$ cat config.mk
export PLATFORM = sky130hd
export DESIGN_NAME = double_ended_queue_core
export DESIGN_NICKNAME = d
export VERILOG_FILES = /design/src/hdl/dq_pkg.sv /design/src/hdl/dq_ram.sv /design/src/hdl/dq_ctrl.sv /design/src/hdl/double_ended_queue_core.sv
export SDC_FILE = /design/constraint.sdc
export NUM_CORES = 1
export LEC_CHECK = 0
export BUFFER_PORTS_ARGS = -buffer_cell sky130_fd_sc_hd__buf_2
export CORE_ASPECT_RATIO = 0.5
export CORE_UTILIZATION = 35
export DETAILED_ROUTE_END_ITERATION = 10
export GPL_ROUTABILITY_DRIVEN = 0
export SYNTH_ARGS = -nofsm -noshare
export SYNTH_HDL_FRONTEND = slang
export SYNTH_HIERARCHICAL = 1
export SYNTH_SLANG_ARGS = --single-unit
$ cat constraint.sdc
create_clock -name i_clk -period 5.32 [get_ports i_clk]
set_clock_uncertainty 0.1 [all_clocks]
set_input_delay 1.064 -clock i_clk [delete_from_list [all_inputs] [get_ports i_clk]]
set_output_delay 1.064 -clock i_clk [all_outputs]
set_load 0.005 [all_outputs]
$ cat src/hdl/dq_pkg.sv
// Shared definitions for the double-ended queue core.
// Holds command and status codes, field widths and the default depth.
// No dependencies.
package dq_pkg;

    localparam int DQ_DEPTH   = 16;
    localparam int CMD_W      = 2;
    localparam int DATA_W     = 32;
    localparam int STATUS_W   = 2;
    localparam int COUNT_W    = 5;

    localparam logic [CMD_W-1:0] CMD_PUSH_FRONT = 2'd0;
    localparam logic [CMD_W-1:0] CMD_PUSH_BACK  = 2'd1;
    localparam logic [CMD_W-1:0] CMD_POP_FRONT  = 2'd2;
    localparam logic [CMD_W-1:0] CMD_POP_BACK   = 2'd3;

    localparam logic [STATUS_W-1:0] ST_DONE      = 2'd0;
    localparam logic [STATUS_W-1:0] ST_UNDERFLOW = 2'd1;
    localparam logic [STATUS_W-1:0] ST_OVERFLOW  = 2'd2;

endpackage

$ cat src/hdl/dq_ram.sv
// Ring store of the queue: one write port, two registered read ports.
// Uses dq_pkg for the word width.
module dq_ram #(
    parameter int  DEPTH = dq_pkg::DQ_DEPTH,
    localparam int AW    = $clog2(DEPTH)
) (
    input  logic                       i_clk,
    input  logic                       i_we,
    input  logic [AW-1:0]              i_waddr,
    input  logic [dq_pkg::DATA_W-1:0]  i_wdata,
    input  logic [AW-1:0]              i_raddr_a,
    input  logic [AW-1:0]              i_raddr_b,
    output logic [dq_pkg::DATA_W-1:0]  o_rdata_a,
    output logic [dq_pkg::DATA_W-1:0]  o_rdata_b
);
    import dq_pkg::*;

    logic [DATA_W-1:0] r_mem [DEPTH];
    logic [DATA_W-1:0] r_rdata_a;
    logic [DATA_W-1:0] r_rdata_b;

    always_ff @(posedge i_clk) begin
        if (i_we) begin
            r_mem[i_waddr] <= i_wdata;
        end
    end

    always_ff @(posedge i_clk) begin
        r_rdata_a <= r_mem[i_raddr_a];
        r_rdata_b <= r_mem[i_raddr_b];
    end

    assign o_rdata_a = r_rdata_a;
    assign o_rdata_b = r_rdata_b;

endmodule

$ cat src/hdl/dq_ctrl.sv
// Command sequencer of the queue: head index, fill count and result registers.
// Uses dq_pkg codes; drives the ring store in dq_ram.
module dq_ctrl #(
    parameter int  DEPTH = dq_pkg::DQ_DEPTH,
    localparam int AW    = $clog2(DEPTH),
    localparam int CW    = $clog2(DEPTH + 1)
) (
    input  logic                         i_clk,
    input  logic                         i_rst_n,
    input  logic                         start,
    output logic                         busy,
    input  logic [dq_pkg::CMD_W-1:0]     i_cmd,
    input  logic [dq_pkg::DATA_W-1:0]    i_value,
    output logic                         o_we,
    output logic [AW-1:0]                o_waddr,
    output logic [dq_pkg::DATA_W-1:0]    o_wdata,
    output logic [AW-1:0]                o_raddr_front,
    output logic [AW-1:0]                o_raddr_back,
    input  logic [dq_pkg::DATA_W-1:0]    i_rdata_front,
    input  logic [dq_pkg::DATA_W-1:0]    i_rdata_back,
    output logic                         o_valid,
    output logic [dq_pkg::STATUS_W-1:0]  o_status,
    output logic [dq_pkg::DATA_W-1:0]    o_front_value,
    output logic [dq_pkg::DATA_W-1:0]    o_back_value,
    output logic [dq_pkg::COUNT_W-1:0]   o_count,
    output logic                         o_is_empty
);
    import dq_pkg::*;

    localparam int SW = AW + 1;
    localparam logic [SW-1:0] DEPTH_S = SW'(DEPTH);
    localparam logic [CW-1:0] DEPTH_C = CW'(DEPTH);

    typedef enum logic [1:0] {
        S_IDLE,
        S_READ,
        S_OUT
    } t_state;

    t_state              r_state;
    logic [AW-1:0]       r_head;
    logic [CW-1:0]       r_count;
    logic [STATUS_W-1:0] r_status;
    logic                r_valid;

    logic                accept;
    logic [AW-1:0]       n_head;
    logic [CW-1:0]       n_count;
    logic [STATUS_W-1:0] n_status;
    logic [SW-1:0]       tail_sum;
    logic [SW-1:0]       back_sum;
    logic [AW-1:0]       tail_pos;
    logic [AW-1:0]       head_dec;
    logic [AW-1:0]       head_inc;
    logic                full;
    logic                empty;

    // Hold busy high during reset so no request is taken then.
    assign busy   = (r_state != S_IDLE) || !i_rst_n;
    assign accept = start && !busy;
    assign full   = (r_count == DEPTH_C);
    assign empty  = (r_count == '0);

    // Ring positions: operands stay below twice the depth, so one wrap suffices.
    always_comb begin
        tail_sum = SW'(r_head) + SW'(r_count);
        tail_pos = (tail_sum >= DEPTH_S) ? AW'(tail_sum - DEPTH_S) : AW'(tail_sum);
        head_dec = (r_head == '0) ? AW'(DEPTH - 1) : AW'(r_head - 1'b1);
        head_inc = (r_head == AW'(DEPTH - 1)) ? '0 : AW'(r_head + 1'b1);
        back_sum = tail_sum - SW'(1);
        if (empty) begin
            o_raddr_back = r_head;
        end else if (back_sum >= DEPTH_S) begin
            o_raddr_back = AW'(back_sum - DEPTH_S);
        end else begin
            o_raddr_back = AW'(back_sum);
        end
    end

    assign o_raddr_front = r_head;
    assign o_wdata       = i_value;

    always_comb begin
        n_head   = r_head;
        n_count  = r_count;
        n_status = ST_DONE;
        o_we     = 1'b0;
        o_waddr  = tail_pos;
        unique case (i_cmd)
            CMD_PUSH_FRONT: begin
                if (full) begin
                    n_status = ST_OVERFLOW;
                end else begin
                    n_head  = head_dec;
                    n_count = r_count + 1'b1;
                    o_we    = accept;
                    o_waddr = head_dec;
                end
            end
            CMD_PUSH_BACK: begin
                if (full) begin
                    n_status = ST_OVERFLOW;
                end else begin
                    n_count = r_count + 1'b1;
                    o_we    = accept;
                end
            end
            CMD_POP_FRONT: begin
                if (empty) begin
                    n_status = ST_UNDERFLOW;
                end else begin
                    n_head  = head_inc;
                    n_count = r_count - 1'b1;
                end
            end
            CMD_POP_BACK: begin
                if (empty) begin
                    n_status = ST_UNDERFLOW;
                end else begin
                    n_count = r_count - 1'b1;
                end
            end
            default: begin
                n_status = ST_DONE;
            end
        endcase
    end

    // Update pointers at the request, read both ends next, then show the result.
    always_ff @(posedge i_clk) begin
        if (!i_rst_n) begin
            r_state  <= S_IDLE;
            r_head   <= '0;
            r_count  <= '0;
            r_status <= ST_DONE;
            r_valid  <= 1'b0;
        end else begin
            r_valid <= 1'b0;
            unique case (r_state)
                S_IDLE: begin
                    if (accept) begin
                        r_head   <= n_head;
                        r_count  <= n_count;
                        r_status <= n_status;
                        r_state  <= S_READ;
                    end
                end
                S_READ: begin
                    r_valid <= 1'b1;
                    r_state <= S_OUT;
                end
                S_OUT: begin
                    r_state <= S_IDLE;
                end
                default: begin
                    r_state <= S_IDLE;
                end
            endcase
        end
    end

    assign o_valid       = r_valid;
    assign o_status      = r_status;
    assign o_is_empty    = empty;
    assign o_count       = COUNT_W'(r_count);
    assign o_front_value = empty ? '0 : i_rdata_front;
    assign o_back_value  = empty ? '0 : i_rdata_back;

endmodule

$ cat src/hdl/double_ended_queue_core.sv
// Double-ended queue core: bounded deque of 32-bit words in a ring store.
// Request flow: pointer update and write when the request is taken, registered read of
// both ends, then the result strobe o_valid with busy still high, so no new request is taken
// until the result has been shown. The receiver cannot stall.
// Reset (synchronous, active low) empties the queue and holds busy; store not cleared.
// Depends on dq_pkg, dq_ctrl and dq_ram.
module double_ended_queue_core #(
    parameter int DEPTH = dq_pkg::DQ_DEPTH
) (
    input  logic                         i_clk,
    input  logic                         i_rst_n,
    input  logic                         start,
    output logic                         busy,
    input  logic [dq_pkg::CMD_W-1:0]     i_cmd,
    input  logic [dq_pkg::DATA_W-1:0]    i_value,
    output logic                         o_valid,
    output logic [dq_pkg::STATUS_W-1:0]  o_status,
    output logic [dq_pkg::DATA_W-1:0]    o_front_value,
    output logic [dq_pkg::DATA_W-1:0]    o_back_value,
    output logic [dq_pkg::COUNT_W-1:0]   o_count,
    output logic                         o_is_empty
);
    import dq_pkg::*;

    localparam int AW = $clog2(DEPTH);

    logic              mem_we;
    logic [AW-1:0]     mem_waddr;
    logic [DATA_W-1:0] mem_wdata;
    logic [AW-1:0]     mem_raddr_front;
    logic [AW-1:0]     mem_raddr_back;
    logic [DATA_W-1:0] mem_rdata_front;
    logic [DATA_W-1:0] mem_rdata_back;

    dq_ctrl #(
        .DEPTH (DEPTH)
    ) u_ctrl (
        .i_clk          (i_clk),
        .i_rst_n        (i_rst_n),
        .start          (start),
        .busy           (busy),
        .i_cmd          (i_cmd),
        .i_value        (i_value),
        .o_we           (mem_we),
        .o_waddr        (mem_waddr),
        .o_wdata        (mem_wdata),
        .o_raddr_front  (mem_raddr_front),
        .o_raddr_back   (mem_raddr_back),
        .i_rdata_front  (mem_rdata_front),
        .i_rdata_back   (mem_rdata_back),
        .o_valid        (o_valid),
        .o_status       (o_status),
        .o_front_value  (o_front_value),
        .o_back_value   (o_back_value),
        .o_count        (o_count),
        .o_is_empty     (o_is_empty)
    );

    dq_ram #(
        .DEPTH (DEPTH)
    ) u_ram (
        .i_clk     (i_clk),
        .i_we      (mem_we),
        .i_waddr   (mem_waddr),
        .i_wdata   (mem_wdata),
        .i_raddr_a (mem_raddr_front),
        .i_raddr_b (mem_raddr_back),
        .o_rdata_a (mem_rdata_front),
        .o_rdata_b (mem_rdata_back)
    );

endmodule

==> metrics.md, run 1 <==
| Metric | Value |
|---|---|
| Sequential area share after synthesis | between 60% and 70% |
| Yosys warns | 6 |
| CP Class | reg2reg |
| Flops & latches, synth | 590 |
| Vias in the first global route | between 10000 and 15000 |
| Final hold vios | 0 |
| CP max stage cell | nor2b_4 |
| Drt wl/cell | 25.4 um |
| WL final | 62.9 mm |
| Post-Syn Area per Cell | 18.8 um^2 |
| Postcts setup bufs | 0 |
| TritonCTS clock tree | built |
| PwrDens | ~390 nW/um^2 |
| Largest area contributor in the netlist | edfxtp_1 |
| Worst-path fanout max | 17 |
| Total clock sinks | 590 |
| Die H | around 190 um |
| Clock latency on the worst-skew pair | 0.63 ns |
| DR vias/cell | 5.53 |
| Initial Utilization | 35.5% |
| GRT Util Overall | 16.7% |
| Crit path DAT | 4.41 ns |
| HP Class | reg2reg |
| Final setup violation count | 0 |
| Delay-heaviest family, CP | simple AND/OR/NAND/NOR gates |
| Clk Tree Root Cell | clkbuf_16 |
| Worst R2R Start | u_ctrl/o_count[0]$_SDFFE_PN0P_ |
| WP data required | around 5.8 ns |
| Fin. max-slew vios | 0 |
| Post-route cell area | 29400 um^2 |
| Failing checks | design-rule violations |
| R2R Path End | u_ram/o_rdata_b[16]$_DFF_P_ |
| Critical path depth | 11 |
| Relative slew slack | between 15 and 20% |
| Mapped Area | between 20000 and 30000 um^2 |
| CP max stage delay | 0.75 ns |
| Fin nets | 1506 |
| Drt pass-1 iters | 8 |
| Count leader, synth | edfxtp_1 |
| Fraction of layout cells with a size suffix above 1 | 34.7% |
| Leak | 9.34 nW |
| Largest net degree at the start of global routing | 92 |
| Synth top area share | about three fifths |
| CTS Buf Count | 56 |
| 1st-iter DRT viols | 1212 |
| CORE AREA | around 73000 um^2 |
| Detailed-route DRC error count | 6 |
| Worst path bufs/invs | 2 |
| I/O Buffers | 110 |
| Period utilization | 74.0% |
| Total congestion overflow | 0 |
| Worst ir drop on vdd | around 0.00024 V |
| Clk slew on worst S/H paths | 0.06 ns |
| Syn nets | 1426 |
| WHS | 0.356 ns |
| Measured slew at the worst slew-check pin | 1.20 ns |
| Crit path capture type | flip-flop |
| Die Width | a little under 400 um |
| Hold path cells | 2 |
| Flop2flop setup slack | 1.38 ns |
| TNS Setup | 0 ns |
| Top cells by area, synth | edfxtp_1, mux4_2, dfxtp_1, a22oi_1, and2_1 |
| Mapped Cells | 1378 |
| Die ar. | around 75000 um^2 |
| Top achievable clock speed | 254 MHz |
| Setup WS pre-CTS | around 1 ns |
| Status | complete, but fails checks |
| Max clock buf depth | 3 |
| Htree depth | 2 |
| Setup WS post-layout | between 1 and 1.5 ns |
| Core Rows | 70 |
| Placed cell areas | 27700 um^2 |
| Yosys cell types | 40 |
| Max-Cap Viols | 0 |
| ANT nets after route | 0 |
| CTS-repair resized insts | 0 |
| Via count | between 10000 and 15000 |
| FF-to-FF path depth | 11 |
| CP Launch Point | u_ctrl/o_count[0]$_SDFFE_PN0P_ |
| Async SR Flop Fraction | 0% |
| Post-CTS Hold Buffers | 0 |
| Initial antenna violation count | 1 |
| RSZ-0062 raised after global routing | false |
| Number of synthesized flops with an enable pin | about 500 |
| IO Pins | 111 |
| Tmin final | ~3.9 ns |
| Startpoint Class | flip-flop |
| First-pass GRT wire length | between 90 and 100 mm |
| CP endpoint | u_ram/o_rdata_b[16]$_DFF_P_ |
| Area grow syn2layout | 13.3% |
| Top cells by instance count after synthesis | edfxtp_1, mux4_2, a22oi_1 |
| Top_reg_cell synth | edfxtp_1 |
| HPWL Detailed | 36.7 mm |
| Final Total Pwr | 11.6 mW |
| CP cell instances | ha_1, inv_1, fa_1, xor2_1, and4_4, mux2i_1, xnor2_1, nor2b_4, buf_4, a22oi_1, nand2_1 |
-- where the power goes --
part           switching, mW  internal [mW]  leakage (nW)
combinational           1.30           1.12          3.22
clock                   1.72           2.15         0.859
sequential            0.0866           5.23          5.26
-- layout make-up --
class	instances	area [um^2]
diodes	1	2.50
well taps	972	1220
clock buffers	76	1560
fillers	6500	43800
multi-input cells	645	8450
flip-flops and latches	590	16900
inverters	10	37.5
repair buffers	155	1000
clock inverters	30	205
-- cell usage in the layout (no fill, tap or decap), drive strengths merged, types with 2 or more instances in the layout --
master	n
edfxtp	512
buf	155
a31oi	2
bufinv	2
nor2	23
fa	2
nor3b	3
a21oi	14
mux2i	5
o21ai	10
nand2b	6
mux4	256
or3	2
and2	67
nor3	6
nand3b	2
clkinvlp	2
nand3	2
inv	11
xnor2	9
ha	9
clkbuf	76
xor2	3
nand2	77
a22oi	128
dfxtp	78
a21o	4
a211oi	2
clkinv	25
nor2b	6
-- routing by layer --
metal / global-route usage (%) / vias to the layer above / wire (um)
met2: 27.8 / 462 / 31000
met1: 22.7 / 7275 / 26300
li1: - / 5862 / -
met3: 3.20 / 99 / 4260
met4: 4.17 / 0 / 1310
met5: 0 / - / 0
-- worst min-delay path: cells and delay by family, from the launching register on --
kind	cells	cell delay, ns
DFF	1	0.31
AOI/OAI and AO/OA	1	0.05
and+or+nand+nor	1	0.05
-- stage by stage --
| step | instances | util (%) |
|---|---|---|
| final | 2479 | 40.2 |
| after global routing | 2478 | 40.2 |
| after CTS | 2478 | 40.2 |
| after detailed placement | 2372 | 37.8 |
| after global placement | 2372 | 37.8 |
| after floorplan | 1378 | - |
-- worst min-delay path by stage --
stage	startpoint	to	slack [ns]
3_3_place_gp	u_ctrl/o_status[0]$_SDFFE_PN0P_	u_ctrl/o_status[0]$_SDFFE_PN0P_	0.35
6_report	u_ctrl/o_status[0]$_SDFFE_PN0P_	u_ctrl/o_status[0]$_SDFFE_PN0P_	0.36
3_5_place_dp	u_ctrl/r_state[1]$_SDFFE_PN0P_	u_ctrl/r_state[1]$_SDFFE_PN0P_	0.35
2_1_floorplan	u_ctrl/r_state[1]$_SDFFE_PN0P_	u_ctrl/o_valid$_SDFF_PN0_	0.33
5_1_grt	u_ctrl/o_status[0]$_SDFFE_PN0P_	u_ctrl/o_status[0]$_SDFFE_PN0P_	0.39
4_1_cts	u_ctrl/r_state[1]$_SDFFE_PN0P_	u_ctrl/r_state[1]$_SDFFE_PN0P_	0.36
-- cell families (layout without fill, tap and decap cells) --
logic type	after synthesis	count (layout)	share of synthesized area, %
DFF	590	590	65.2
xor gates and xnor gates	12	12	0.405
and+or+nand+nor	199	199	3.97
buffers and inverters	143	271	2.94
adders and majority gates	11	11	0.588
AOI/OAI and AO/OA	162	162	4.49
other	0	1	0
muxes	261	261	22.4
-- state kept, by name, indices dropped and copies added (netlist names) --
signal                cells
u_ram/o_rdata_b          32
u_ram/o_rdata_a          32
u_ram/r_mem             512
u_ctrl/o_count            5
u_ctrl/o_status           2
u_ctrl/o_raddr_front      4
u_ctrl/o_valid            1
u_ctrl/r_state            2
Note: power is estimated with default switching activity, not from simulation.
==> run 2: changes to the inputs <==
==> constraint.sdc (replaced) <==
create_clock -name i_clk -period 3.7 [get_ports i_clk]
set_clock_uncertainty 0.1 [all_clocks]
set_input_delay 0.74 -clock i_clk [delete_from_list [all_inputs] [get_ports i_clk]]
set_output_delay 0.74 -clock i_clk [all_outputs]
set_load 0.005 [all_outputs]
==> metrics.md, run 2 (synthesis results as in run 1) <==
| Metric | Value |
|---|---|
| Status | complete, but fails checks |
| Failing checks | design-rule violations |
| Crit path DAT | ~3.9 ns |
| Max clock buf depth | 3 |
| Core Rows | 70 |
| Placed cell areas | 28000 um^2 |
| Crit path capture type | flip-flop |
| Final setup violation count | 0 |
| Worst ir drop on vdd | 0.000407 V |
| 1st-iter DRT viols | 1186 |
| Htree depth | 2 |
| WL final | approximately 64 mm |
| CP cell instances | inv_1, fa_1, xor2_1, and4_4, mux2i_1, xnor2_1, buf_4, and2_2, buf_12, a22oi_1, nand2_1 |
| Area grow syn2layout | 14.9% |
| RSZ-0062 raised after global routing | false |
| Initial Utilization | 35.5% |
| PwrDens | about 570 nW/um^2 |
| Fin nets | between 1500 and 2000 |
| GRT Util Overall | 16.9% |
| Setup WS post-layout | 0.306 ns |
| Commonest non-fill, non-tap cell in the layout | edfxtp_1 |
| CP Class | reg2reg |
| Die ar. | 75400 um^2 |
| IO Pins | 111 |
| Worst-path fanout max | 19 |
| ANT nets after route | 0 |
| CTS Buf Count | 56 |
| Fraction of layout cells with a size suffix above 1 | 35.8% |
| CP max stage delay | 0.58 ns |
| Vias in the first global route | 14200 |
| DR vias/cell | around 5.5 |
| TritonCTS clock tree | built |
| Via count | roughly 14000 |
| TNS Setup | 0 ns |
| HP Class | in2reg |
| CP max stage cell | and2_2 |
| Detailed-route DRC error count | 4 |
| First-pass GRT wire length | 93.8 mm |
| Die H | ~200 um |
| Fin. max-slew vios | 0 |
| Die Width | 387 um |
| Post-route cell area | 29800 um^2 |
| Measured slew at the worst slew-check pin | just over 0.9 ns |
| Postcts setup bufs | 0 |
| Drt wl/cell | 25.6 um |
| I/O Buffers | between 100 and 150 |
| Largest reg by FF count | u_ram/r_mem |
| Largest net degree at the start of global routing | between 90 and 100 |
| Fill count | roughly 6500 |
| Post-CTS Hold Buffers | 0 |
| Setup WS pre-CTS | 0.275 ns |
| Final hold vios | 0 |
| Most frequent cells in the layout | edfxtp_1, mux4_2, a22oi_1, buf_2, nand2_1 |
| Total clock sinks | 590 |
| Max-Cap Viols | 0 |
| Top achievable clock speed | 295 MHz |
| Tmin final | 3.39 ns |
| HPWL Detailed | 38.6 mm |
| Clk slew on worst S/H paths | 0.06 ns |
| WP data required | 4.15 ns |
| CORE AREA | 73200 um^2 |
| Leak | 9.55 nW |
| Startpoint Class | flip-flop |
| Clock latency on the worst-skew pair | 0.62 ns |
| Period utilization | about nine tenths |
| Initial antenna violation count | 3 |
| Total congestion overflow | 0 |
| Max FFs per register | 512 |
| Drt pass-1 iters | 9 |
| Clk Tree Root Cell | clkbuf_16 |
| CTS-repair resized insts | 0 |
| Relative slew slack | 39.1% |
## run 2: cell types whose count changed in the layout (fill, tap and decap cells not counted), sizes merged
cell,delta
buf,+31
bufinv,+5
clkbuf,+6
clkinv,-11
clkinvlp,-1
inv,+1
## run 2: power breakdown
part / switching, mW / internal [mW]
logic: 1.91 / 1.73
clock network: 2.45 / 3.38
registers: 0.162 / 7.52
## run 2: through the flow
stage	cells	power (mW)	utilization, %	hold WS (ns)
2_1_floorplan	1378	10.2	-	0.327
3_3_place_gp	2403	11.5	38.2	0.336
3_5_place_dp	2403	11.5	38.2	0.353
4_1_cts	2509	17.3	40.7	0.296
5_1_grt	2509	17.8	40.7	0.343
6_report	2510	17.1	40.7	0.330
## run 2: area by class of cell
class | instances | area, um^2 | area share (%)
tap | 972 | 1220 | 4.08
timing repair buffer | 186 | 1300 | 4.35
inverter | 10 | 37.5 | 0.126
sequential | 590 | 16900 | 56.8
multi-input combinational | 645 | 8480 | 28.4
clock buffer | 82 | 1540 | 5.16
antenna | 1 | 2.50 | 0.00839
clock inverter | 24 | 319 | 1.07
## run 2: critical path: cells and delay by family, from the launching register on
kind                       cells  cell delay [ns]
muxes                          1             0.07
xor gates and xnor gates       2             0.64
DFF                            1             0.51
buffers and inverters          3             0.56
AOI/OAI and AO/OA              1             0.08
adders and majority gates      1             0.44
and+or+nand+nor                3             0.91
## run 2: final timing paths
check | startpoint | end | slack, ns | cells past startpoint
max | u_ctrl/o_count[1]$_SDFFE_PN0P_ | u_ram/o_rdata_b[12]$_DFF_P_ | 0.31 | 11
min | i_rst_n | u_ctrl/o_raddr_front[3]$_SDFFE_PN0P_ | 0.33 | 3
max reg2reg | u_ctrl/o_count[1]$_SDFFE_PN0P_ | u_ram/o_rdata_b[12]$_DFF_P_ | 0.31 | 11
min reg2reg | u_ctrl/o_status[0]$_SDFFE_PN0P_ | u_ctrl/o_status[0]$_SDFFE_PN0P_ | 0.36 | 2
## run 2: routing by layer
layer,track usage [%],share of wire (%),vias to the layer above
met5,0,0.034,-
met4,4.23,1.9,4
met3,2.59,5.8,83
met2,28.1,49,443
met1,23.3,43,7402
li1,-,-,5928
